===== src/hdl/zcm_pkg.sv =====
// Shared types, widths, codes and saturation helpers for the z-score covariance block.
`timescale 1ns / 1ps

package zcm_pkg;

  // Field widths
  localparam int SAMPLE_W = 16;
  localparam int FC_W     = 4;
  localparam int COV_W    = 19;
  localparam int IDX_W    = 3;
  localparam int ST_W     = 2;
  localparam int Z_W      = 18;

  // Shared arithmetic widths
  localparam int DIV_W = 64;
  localparam int DSR_W = 32;
  localparam int MUL_W = 26;
  localparam int PRD_W = 2 * MUL_W;

  localparam logic [FC_W-1:0] FC_RESET = 4'd8;

  // Status codes
  localparam logic [ST_W-1:0] ST_OK   = 2'd0;
  localparam logic [ST_W-1:0] ST_FEW  = 2'd1;
  localparam logic [ST_W-1:0] ST_OVF  = 2'd2;
  localparam logic [ST_W-1:0] ST_PART = 2'd3;

  localparam logic signed [DIV_W-1:0] Z_MAX   = 64'sd131071;
  localparam logic signed [DIV_W-1:0] Z_MIN   = -64'sd131072;
  localparam logic signed [DIV_W-1:0] COV_MAX = 64'sd262143;
  localparam logic signed [DIV_W-1:0] COV_MIN = -64'sd262144;

  // Divider request / response
  typedef struct packed {
    logic              start;
    logic              neg;
    logic [DIV_W-1:0]  dividend;
    logic [DSR_W-1:0]  divisor;
  } div_req_t;

  typedef struct packed {
    logic                     busy;
    logic                     done;
    logic signed [DIV_W-1:0]  quot;
  } div_rsp_t;

  // Square root request / response
  typedef struct packed {
    logic             start;
    logic [DIV_W-1:0] value;
  } sqrt_req_t;

  typedef struct packed {
    logic             busy;
    logic             done;
    logic [DSR_W-1:0] root;
  } sqrt_rsp_t;

  function automatic logic signed [Z_W-1:0] sat_z(input logic signed [DIV_W-1:0] v);
    logic signed [DIV_W-1:0] r;
    if (v > Z_MAX) r = Z_MAX;
    else if (v < Z_MIN) r = Z_MIN;
    else r = v;
    return r[Z_W-1:0];
  endfunction

  function automatic logic signed [COV_W-1:0] sat_cov(input logic signed [DIV_W-1:0] v);
    logic signed [DIV_W-1:0] r;
    if (v > COV_MAX) r = COV_MAX;
    else if (v < COV_MIN) r = COV_MIN;
    else r = v;
    return r[COV_W-1:0];
  endfunction

endpackage


===== src/hdl/zcm_div.sv =====
// Iterative restoring divider, one quotient bit per cycle, sign applied at the end.
`timescale 1ns / 1ps

module zcm_div (
  input  logic              clk_i,
  input  logic              rst_ni,
  input  zcm_pkg::div_req_t req_i,
  output zcm_pkg::div_rsp_t rsp_o
);
  import zcm_pkg::*;

  localparam int CNT_W = $clog2(DIV_W);

  logic                    busy_q, done_q, neg_q;
  logic [CNT_W-1:0]        cnt_q;
  logic [DIV_W-1:0]        dvd_q;
  logic [DSR_W-1:0]        rem_q, dsr_q;
  logic signed [DIV_W-1:0] quot_q;

  logic [DSR_W:0]   rem_sh;
  logic [DSR_W+1:0] diff;
  logic             ge;
  logic [DSR_W-1:0] rem_nx;
  logic [DIV_W-1:0] dvd_nx;

  // One restoring step
  always_comb begin
    rem_sh = {rem_q, dvd_q[DIV_W-1]};
    diff   = {1'b0, rem_sh} - {2'b00, dsr_q};
    ge     = ~diff[DSR_W+1];
    rem_nx = ge ? diff[DSR_W-1:0] : rem_sh[DSR_W-1:0];
    dvd_nx = {dvd_q[DIV_W-2:0], ge};
  end

  always_ff @(posedge clk_i or negedge rst_ni) begin
    if (!rst_ni) begin
      busy_q <= 1'b0;
      done_q <= 1'b0;
      neg_q  <= 1'b0;
      cnt_q  <= '0;
      dvd_q  <= '0;
      rem_q  <= '0;
      dsr_q  <= '0;
      quot_q <= '0;
    end else begin
      done_q <= 1'b0;
      if (req_i.start) begin
        busy_q <= 1'b1;
        neg_q  <= req_i.neg;
        cnt_q  <= '0;
        dvd_q  <= req_i.dividend;
        rem_q  <= '0;
        dsr_q  <= req_i.divisor;
      end else if (busy_q) begin
        dvd_q <= dvd_nx;
        rem_q <= rem_nx;
        cnt_q <= cnt_q + CNT_W'(1);
        if (cnt_q == CNT_W'(DIV_W - 1)) begin
          busy_q <= 1'b0;
          done_q <= 1'b1;
          quot_q <= neg_q ? -$signed(dvd_nx) : $signed(dvd_nx);
        end
      end
    end
  end

  assign rsp_o.busy = busy_q;
  assign rsp_o.done = done_q;
  assign rsp_o.quot = quot_q;

endmodule


===== config.mk =====
export PLATFORM = sky130hd
export DESIGN_NAME = zcm_div
export DESIGN_NICKNAME = d
export VERILOG_FILES = /design/src/hdl/zcm_pkg.sv /design/src/hdl/zcm_div.sv
export SDC_FILE = /design/constraint.sdc
export NUM_CORES = 1
export LEC_CHECK = 0
export BUFFER_PORTS_ARGS = -buffer_cell sky130_fd_sc_hd__buf_4
export CAP_MARGIN = 5
export CORE_MARGIN = 2
export CORE_UTILIZATION = 44
export CTS_BUF_LIST = sky130_fd_sc_hd__clkbuf_8
export CTS_CLUSTER_SIZE = 40
export DETAILED_ROUTE_END_ITERATION = 10
export PLACE_DENSITY = 0.64
export SETUP_SLACK_MARGIN = 0.02
export SLEW_MARGIN = 20
export SYNTH_ARGS = -nofsm -noshare
export SYNTH_HDL_FRONTEND = slang
export SYNTH_SLANG_ARGS = --single-unit

===== constraint.sdc =====
create_clock -name clk_i -period 8.23 [get_ports clk_i]
set_input_delay 1.646 -clock clk_i [delete_from_list [all_inputs] [get_ports clk_i]]
set_output_delay 1.646 -clock clk_i [all_outputs]
set_load 0.1 [all_outputs]

---- Word level (Yosys, flattened, before mapping) ----
Index checks and enable logic that the tools add are counted.
cells by class
  add/sub/neg operators ................... 3
  multiply operators ...................... 0
  divide/modulo/power cells ............... 0
  $lt $le $gt $ge ......................... 0
  eq/ne operators ......................... 1
  shift operators ......................... 0
  multiplexer cells ....................... 14
  bitwise operators ....................... 2
  reduce and logical (&&, ||, !) cells .... 2
operator list
  kind                                                            number
  64-bit two-way mux                                              3
  32-bit two-way mux                                              3
  64-bit negator                                                  1
  33-bit by 32-bit subtractor with 34-bit output                  1
  6-bit two-way mux                                               2
  6-bit by 1-bit adder with 6-bit output (second input constant)  1
  6-bit == test (second input constant)                           1
  1-bit two-way mux                                               6
  3-bit AND reduction                                             1
  1-bit NOT                                                       2
  2-bit nonzero test                                              1
word-level totals
  register bits ........................... 201
  bits in latches ......................... 0
  memory bits (writable) .................. 0
  ROM bits ................................ 0
  input bits .............................. 100
  output and inout bits ................... 66
  word-level logic and storage cells ...... 30
  memories ................................ 0

---- Depth between registers and ports, before layout ----
  word-level depth ........................ 4
  gate-level depth with buffers ........... 20
  mapped depth without buffers ............ 18

---- Worst setup path after synthesis ----
OpenSTA, ideal clock, no wires.
  path type ............................... register to register
  from .................................... reg rem_q[3]
  to ...................................... reg quot_q[62]
  setup time .............................. 0.132 ns
  arrival time ............................ 4.520 ns
  data required time ...................... 8.098 ns
  path slack .............................. 3.578 ns
  cell stages (with the launch flop) ...... 19
  buffers on the path ..................... 2
  clock period less this slack ............ 4.652 ns
  cells stage by stage .................... dfrtp_1 ha_1 a21o_1 a211oi_1 a21oi_1 or4b_2 nand2_1 o21ai_1 inv_2 buf_1 ha_1 nand2b_1 nor3_1 nand4_1 or3_1 buf_6 o41ai_4 xor2_1 o21ai_1
on the way
  longest elaborated chain between the ends .. 4
ends and longest elaborated chain
  item                                            line           RTL
  from (decl)                                     zcm_div.sv:17  logic [DSR_W-1:0] rem_q, dsr_q;
  from (signal assigned)                          zcm_div.sv:56  rem_q <= rem_nx;
  33-bit by 32-bit subtractor with 34-bit output  zcm_div.sv:29  diff = {1'b0, rem_sh} - {2'b00, dsr_q};
  1-bit NOT                                       zcm_div.sv:30  ge = ~diff[DSR_W+1];
  64-bit negator                                  zcm_div.sv:61  quot_q <= neg_q ? -$signed(dvd_nx) : $signed(dvd_nx);
  64-bit two-way mux                              zcm_div.sv:61
  to (signal assigned)                            zcm_div.sv:61
  to (decl)                                       zcm_div.sv:18  logic signed [DIV_W-1:0] quot_q;
No other way between the ends.
A chain may end at the register's enable or synchronous reset.

---- Worst setup path after layout ----
Same ends and word-level chain as after synthesis.

==> results.md <==
- Status: finished clean
- Mapped Nets: 1400
- Crit path buf inv count: 1
- Gate Count Post-Synth: 1265
- RR Endpoint: quot_q[62]
- Dominant delay contributor by cell family on the critical path: simple AND/OR/NAND/NOR gates
- Hold EP: quot_q[25]
- Placement Rows: 59
- Initial detailed-routing violation count: 664
- Slowest stage cell on the critical path: sky130_fd_sc_hd__or3_1
- Fraction of registers with async set/reset: 100%
- Final non-filler cell total: 1758
- First-pass GRT wire length: 46.7 mm
- Adder-cell area share of the yosys netlist: 3.89%
- Global placement routability congestion: 0.863
- Buffer levels on the longest clock path: 3
- Post-route minimum period: 5.11 ns
- Headroom to the max-slew limit: 39.8%
- Max Cap Violations: 0
- Compound-Gate Fraction of Synth Area: 19.8%
- Number of distinct library cell variants in the gate-level netlist after synthesis: 66
- Top cells by count, synth: 210 x sky130_fd_sc_hd__nand2_1, 201 x sky130_fd_sc_hd__dfrtp_1, 183 x sky130_fd_sc_hd__o21ai_0
- Final Routed Wirelength: 28.3 mm
- Total grt overflow: 0
- Arrival time at the worst endpoint: 5.53 ns
- Antenna violations before repair: 1
- Period utilisation layout: 62.0%
- Count of nets left with antenna violations after detail routing: 0
- Die height: 165 µm
- Type of destination of the critical path: flip-flop
- Die outline area: 27300 µm²
- Worst-case vdd ir drop: 0.129 mV
- Xor and xnor fraction of the mapped netlist area: 6.88%
- Syn Area/Cell: 9.06 µm²
- Hold/Removal Path Class: flip-flop to flip-flop
- Main combinational cell family by area after synthesis: compound AO/OA/AOI/OAI gates
- Synth Flop Type: sky130_fd_sc_hd__dfrtp_1
- Worst hold path stage count: 2
- Slew @ Worst Pin: 0.903 ns
- Global router's overall resource usage: 21.1%
- Relative area change from synthesis to final layout: 18.3%
- Cells along the critical path: ha_1 > a21o_1 > a211oi_1 > a21oi_1 > or4b_2 > nand2_1 > o21ai_1 > inv_2 > ha_1 > nand2b_1 > nor3_1 > nand4_1 > or3_1 > o41ai_4 > xor2_1 > o21ai_1
- Mean number of vias per cell: 5.40
- Setup TNS: 0 ns
- Number of iterations in the first detailed-routing pass: 5
- Count of endpoints failing hold in the final timing report: 0
- Number of buffers added by the clock tree synthesis step: 37
- Hold path startpoint: quot_q[25]
- Number of input and output port buffers inserted: 165
- Core Footprint: 25800 µm²
- Ratio of cells with drive above 1 in the final layout: 16.9%
- Critical path fanouts, max: 8
- Drc violations: 0
- Pin count of the biggest net entering global routing: 130
- Number of hold buffers added after CTS: 0
- Vias after detailed routing: 9493
- Final core occ: 52.5%
- Sinks on the clock net: 201
- Clock latency on the worst-skew pair: 0.54 ns
- Share of synthesized area occupied by flip-flops and latches: 43.9%
- Number of max-slew violations in the final report: 0
- Vias in the first global route: 9273
- Clock-pin slew on the worst setup and hold paths: 0.06 ns
- Worst hold slack across all endpoints: 0.478 ns
- EDFF count, synth: 0
- Basic-gate share of the synthesized area counting and, or, nand and nor cells: 15.4%
- Width of the die: 165 µm
- Number of placed cells counting well taps: 1694
- Setup clock skew after layout: 0.0213 ns
- Register-to-Register Setup Slack: 3.12 ns
- Maximum frequency from static timing analysis: 196 MHz
- Number of placed I/O pins: 166
- Cell with the most instances after synthesis: sky130_fd_sc_hd__nand2_1
- R2r startpoint: rem_q[3]
- Number of instances resized during post-cts repair: 0
- Area share of the leading cell type in the synthesized netlist: 43.9%
- Initial core utilization: 44.3%
- Number of H-tree levels: 2
- Setup repair after global routing missed its margin: no
- Data required time at the worst endpoint: 8.65 ns
- Setup Buffers After CTS: 0
- Netlist area before placement: 11500 µm²
- Drt wl/cell: 16.1 µm
- Buffer cell driving the clock tree root: sky130_fd_sc_hd__clkbuf_8
- Total setup violations reported at the end of the flow: 0
- Top area cells in the synthesized netlist: sky130_fd_sc_hd__dfrtp_1 44%, sky130_fd_sc_hd__o21ai_0 8.0%, sky130_fd_sc_hd__nand2_1 6.9%
- # nets final: 1534
- Crit Path Class: flip-flop to flip-flop
- Static leakage power: 6.74 nW
- Placed wire-length estimate after detailed placement: 19.6 mm
- Power density over the cells: 226 nW/µm²
- Worst reg-to-reg path cell count: 16
- CTS tree: built
- Number of filler instances in the final layout: 2478
- Post-synthesis cell type with the largest combined area: sky130_fd_sc_hd__dfrtp_1
- Delay of the slowest cell on the worst path: 0.71 ns
- Synthesis Warnings: 0
- Proportion of synthesized area in mux cells: 5.87%
- CP Launch Type: flip-flop
- Flip-flop and latch count after synthesis: 201
[report_power, final]
| group | switching [mW] | leakage (nW) | internal, mW |
|---|---|---|---|
| Combinational | 0.621 | 3.87 | 0.386 |
| Sequential | 0.107 | 2.46 | 1.09 |
| Clock | 0.414 | 0.405 | 0.445 |
[layout by cell type (no fill, tap or decap), types with 4 or more instances in the layout]
cell | netlist | final
sky130_fd_sc_hd__xor2_1 | 67 | 67
sky130_fd_sc_hd__ha_1 | 34 | 34
sky130_fd_sc_hd__inv_1 | 46 | 66
sky130_fd_sc_hd__clkbuf_8 | 0 | 41
sky130_fd_sc_hd__or4_1 | 8 | 8
sky130_fd_sc_hd__o2111ai_1 | 4 | 4
sky130_fd_sc_hd__o21a_1 | 4 | 4
sky130_fd_sc_hd__nor2b_1 | 5 | 5
sky130_fd_sc_hd__nand4_1 | 8 | 8
sky130_fd_sc_hd__or2_2 | 5 | 5
sky130_fd_sc_hd__o21ai_0 | 183 | 183
sky130_fd_sc_hd__o41ai_1 | 15 | 15
sky130_fd_sc_hd__a21oi_1 | 48 | 48
sky130_fd_sc_hd__nor3b_1 | 4 | 4
sky130_fd_sc_hd__a211oi_1 | 21 | 21
sky130_fd_sc_hd__a41oi_1 | 5 | 5
sky130_fd_sc_hd__o31ai_1 | 18 | 18
sky130_fd_sc_hd__nand2_1 | 210 | 210
sky130_fd_sc_hd__or3_4 | 4 | 4
sky130_fd_sc_hd__nand3_1 | 13 | 13
sky130_fd_sc_hd__nor2_1 | 54 | 54
sky130_fd_sc_hd__o21ai_1 | 15 | 15
sky130_fd_sc_hd__nand2b_1 | 7 | 6
sky130_fd_sc_hd__and3_1 | 13 | 13
sky130_fd_sc_hd__a311oi_1 | 9 | 9
sky130_fd_sc_hd__mux2i_1 | 66 | 66
sky130_fd_sc_hd__dfrtp_1 | 201 | 199
sky130_fd_sc_hd__nor4_1 | 4 | 4
sky130_fd_sc_hd__o211ai_1 | 6 | 6
sky130_fd_sc_hd__o21bai_1 | 6 | 6
sky130_fd_sc_hd__xnor2_1 | 23 | 23
sky130_fd_sc_hd__a21o_1 | 9 | 9
sky130_fd_sc_hd__nor3_1 | 13 | 13
sky130_fd_sc_hd__or3_1 | 19 | 19
sky130_fd_sc_hd__buf_4 | 2 | 171
[worst reg2reg max path, stage by stage (launching register included)]
cell	delay (ns)
sky130_fd_sc_hd__dfrtp_1	0.40
sky130_fd_sc_hd__ha_1	0.36
sky130_fd_sc_hd__a21o_1	0.22
sky130_fd_sc_hd__a211oi_1	0.30
sky130_fd_sc_hd__a21oi_1	0.20
sky130_fd_sc_hd__or4b_2	0.63
sky130_fd_sc_hd__nand2_1	0.29
sky130_fd_sc_hd__o21ai_1	0.17
sky130_fd_sc_hd__inv_2	0.11
sky130_fd_sc_hd__ha_1	0.16
sky130_fd_sc_hd__nand2b_1	0.17
sky130_fd_sc_hd__nor3_1	0.29
sky130_fd_sc_hd__nand4_1	0.48
sky130_fd_sc_hd__or3_1	0.72
sky130_fd_sc_hd__o41ai_4	0.27
sky130_fd_sc_hd__xor2_1	0.17
sky130_fd_sc_hd__o21ai_1	0.07
[layer usage]
| layer | track usage (%) | vias to the layer above | part of all wire (%) |
|---|---|---|---|
| met5 | 0 | - | 0 |
| met3 | 3.57 | 42 | 5.4 |
| met1 | 29.0 | 4474 | 46 |
| met2 | 34.3 | 234 | 47 |
| li1 | - | 4743 | - |
| met4 | 6.15 | 0 | 2.0 |
[through the flow]
stage / power (mW) / worst slack, ns / area (µm²)
after floorplan: 1.95 / 3.58 / 11500
after detailed placement: 2.22 / 3.12 / 12900
after CTS: 3.09 / 3.10 / 13500
after global placement: 2.21 / 3.31 / 12900
final: 3.06 / 3.12 / 13600
after global routing: 3.28 / 2.71 / 13600
[final cells by class]
| type | count | area, µm² | share of cell area [%] |
|---|---|---|---|
| Antenna cell | 1 | 2.50 | 0.0185 |
| Clock inverter | 22 | 95.1 | 0.701 |
| Timing Repair Buffer | 174 | 1340 | 9.86 |
| Clock buffer | 40 | 551 | 4.06 |
| Sequential cell | 201 | 5040 | 37.2 |
| Inverter | 47 | 176 | 1.30 |
| Tap cell | 335 | 419 | 3.09 |
| Multi-Input combinational cell | 938 | 5940 | 43.8 |
[registers in the layout (all words and copies together), names as in the netlist]
signal / flops
neg_q: 1
busy_q: 1
dvd_q: 64
quot_q: 64
dsr_q: 32
rem_q: 32
done_q: 1
cnt_q: 6
[worst max path at each step]
| stage | from | to | slack, ns | cells past startpoint |
|---|---|---|---|---|
| 2_1_floorplan | rem_q[3] | quot_q[62] | 3.58 | 18 |
| 3_3_place_gp | rem_q[3] | quot_q[58] | 3.31 | 16 |
| 3_5_place_dp | rem_q[3] | quot_q[62] | 3.12 | 16 |
| 4_1_cts | rem_q[3] | quot_q[62] | 3.10 | 16 |
| 5_1_grt | rem_q[3] | quot_q[36] | 2.71 | 17 |
| 6_report | rem_q[3] | quot_q[62] | 3.12 | 16 |
[logic make-up (layout without fill, tap and decap cells)]
family / after synthesis / in the layout
AO/OA/AOI/OAI: 366 / 366
XOR/XNOR: 90 / 90
adder cells (fa/ha/maj): 35 / 35
buffers and inverters: 126 / 283
flip-flops: 201 / 201
multiplexers: 67 / 67
other: 0 / 1
AND/OR/NAND/NOR: 380 / 380
(Power assumes the default switching activity.)
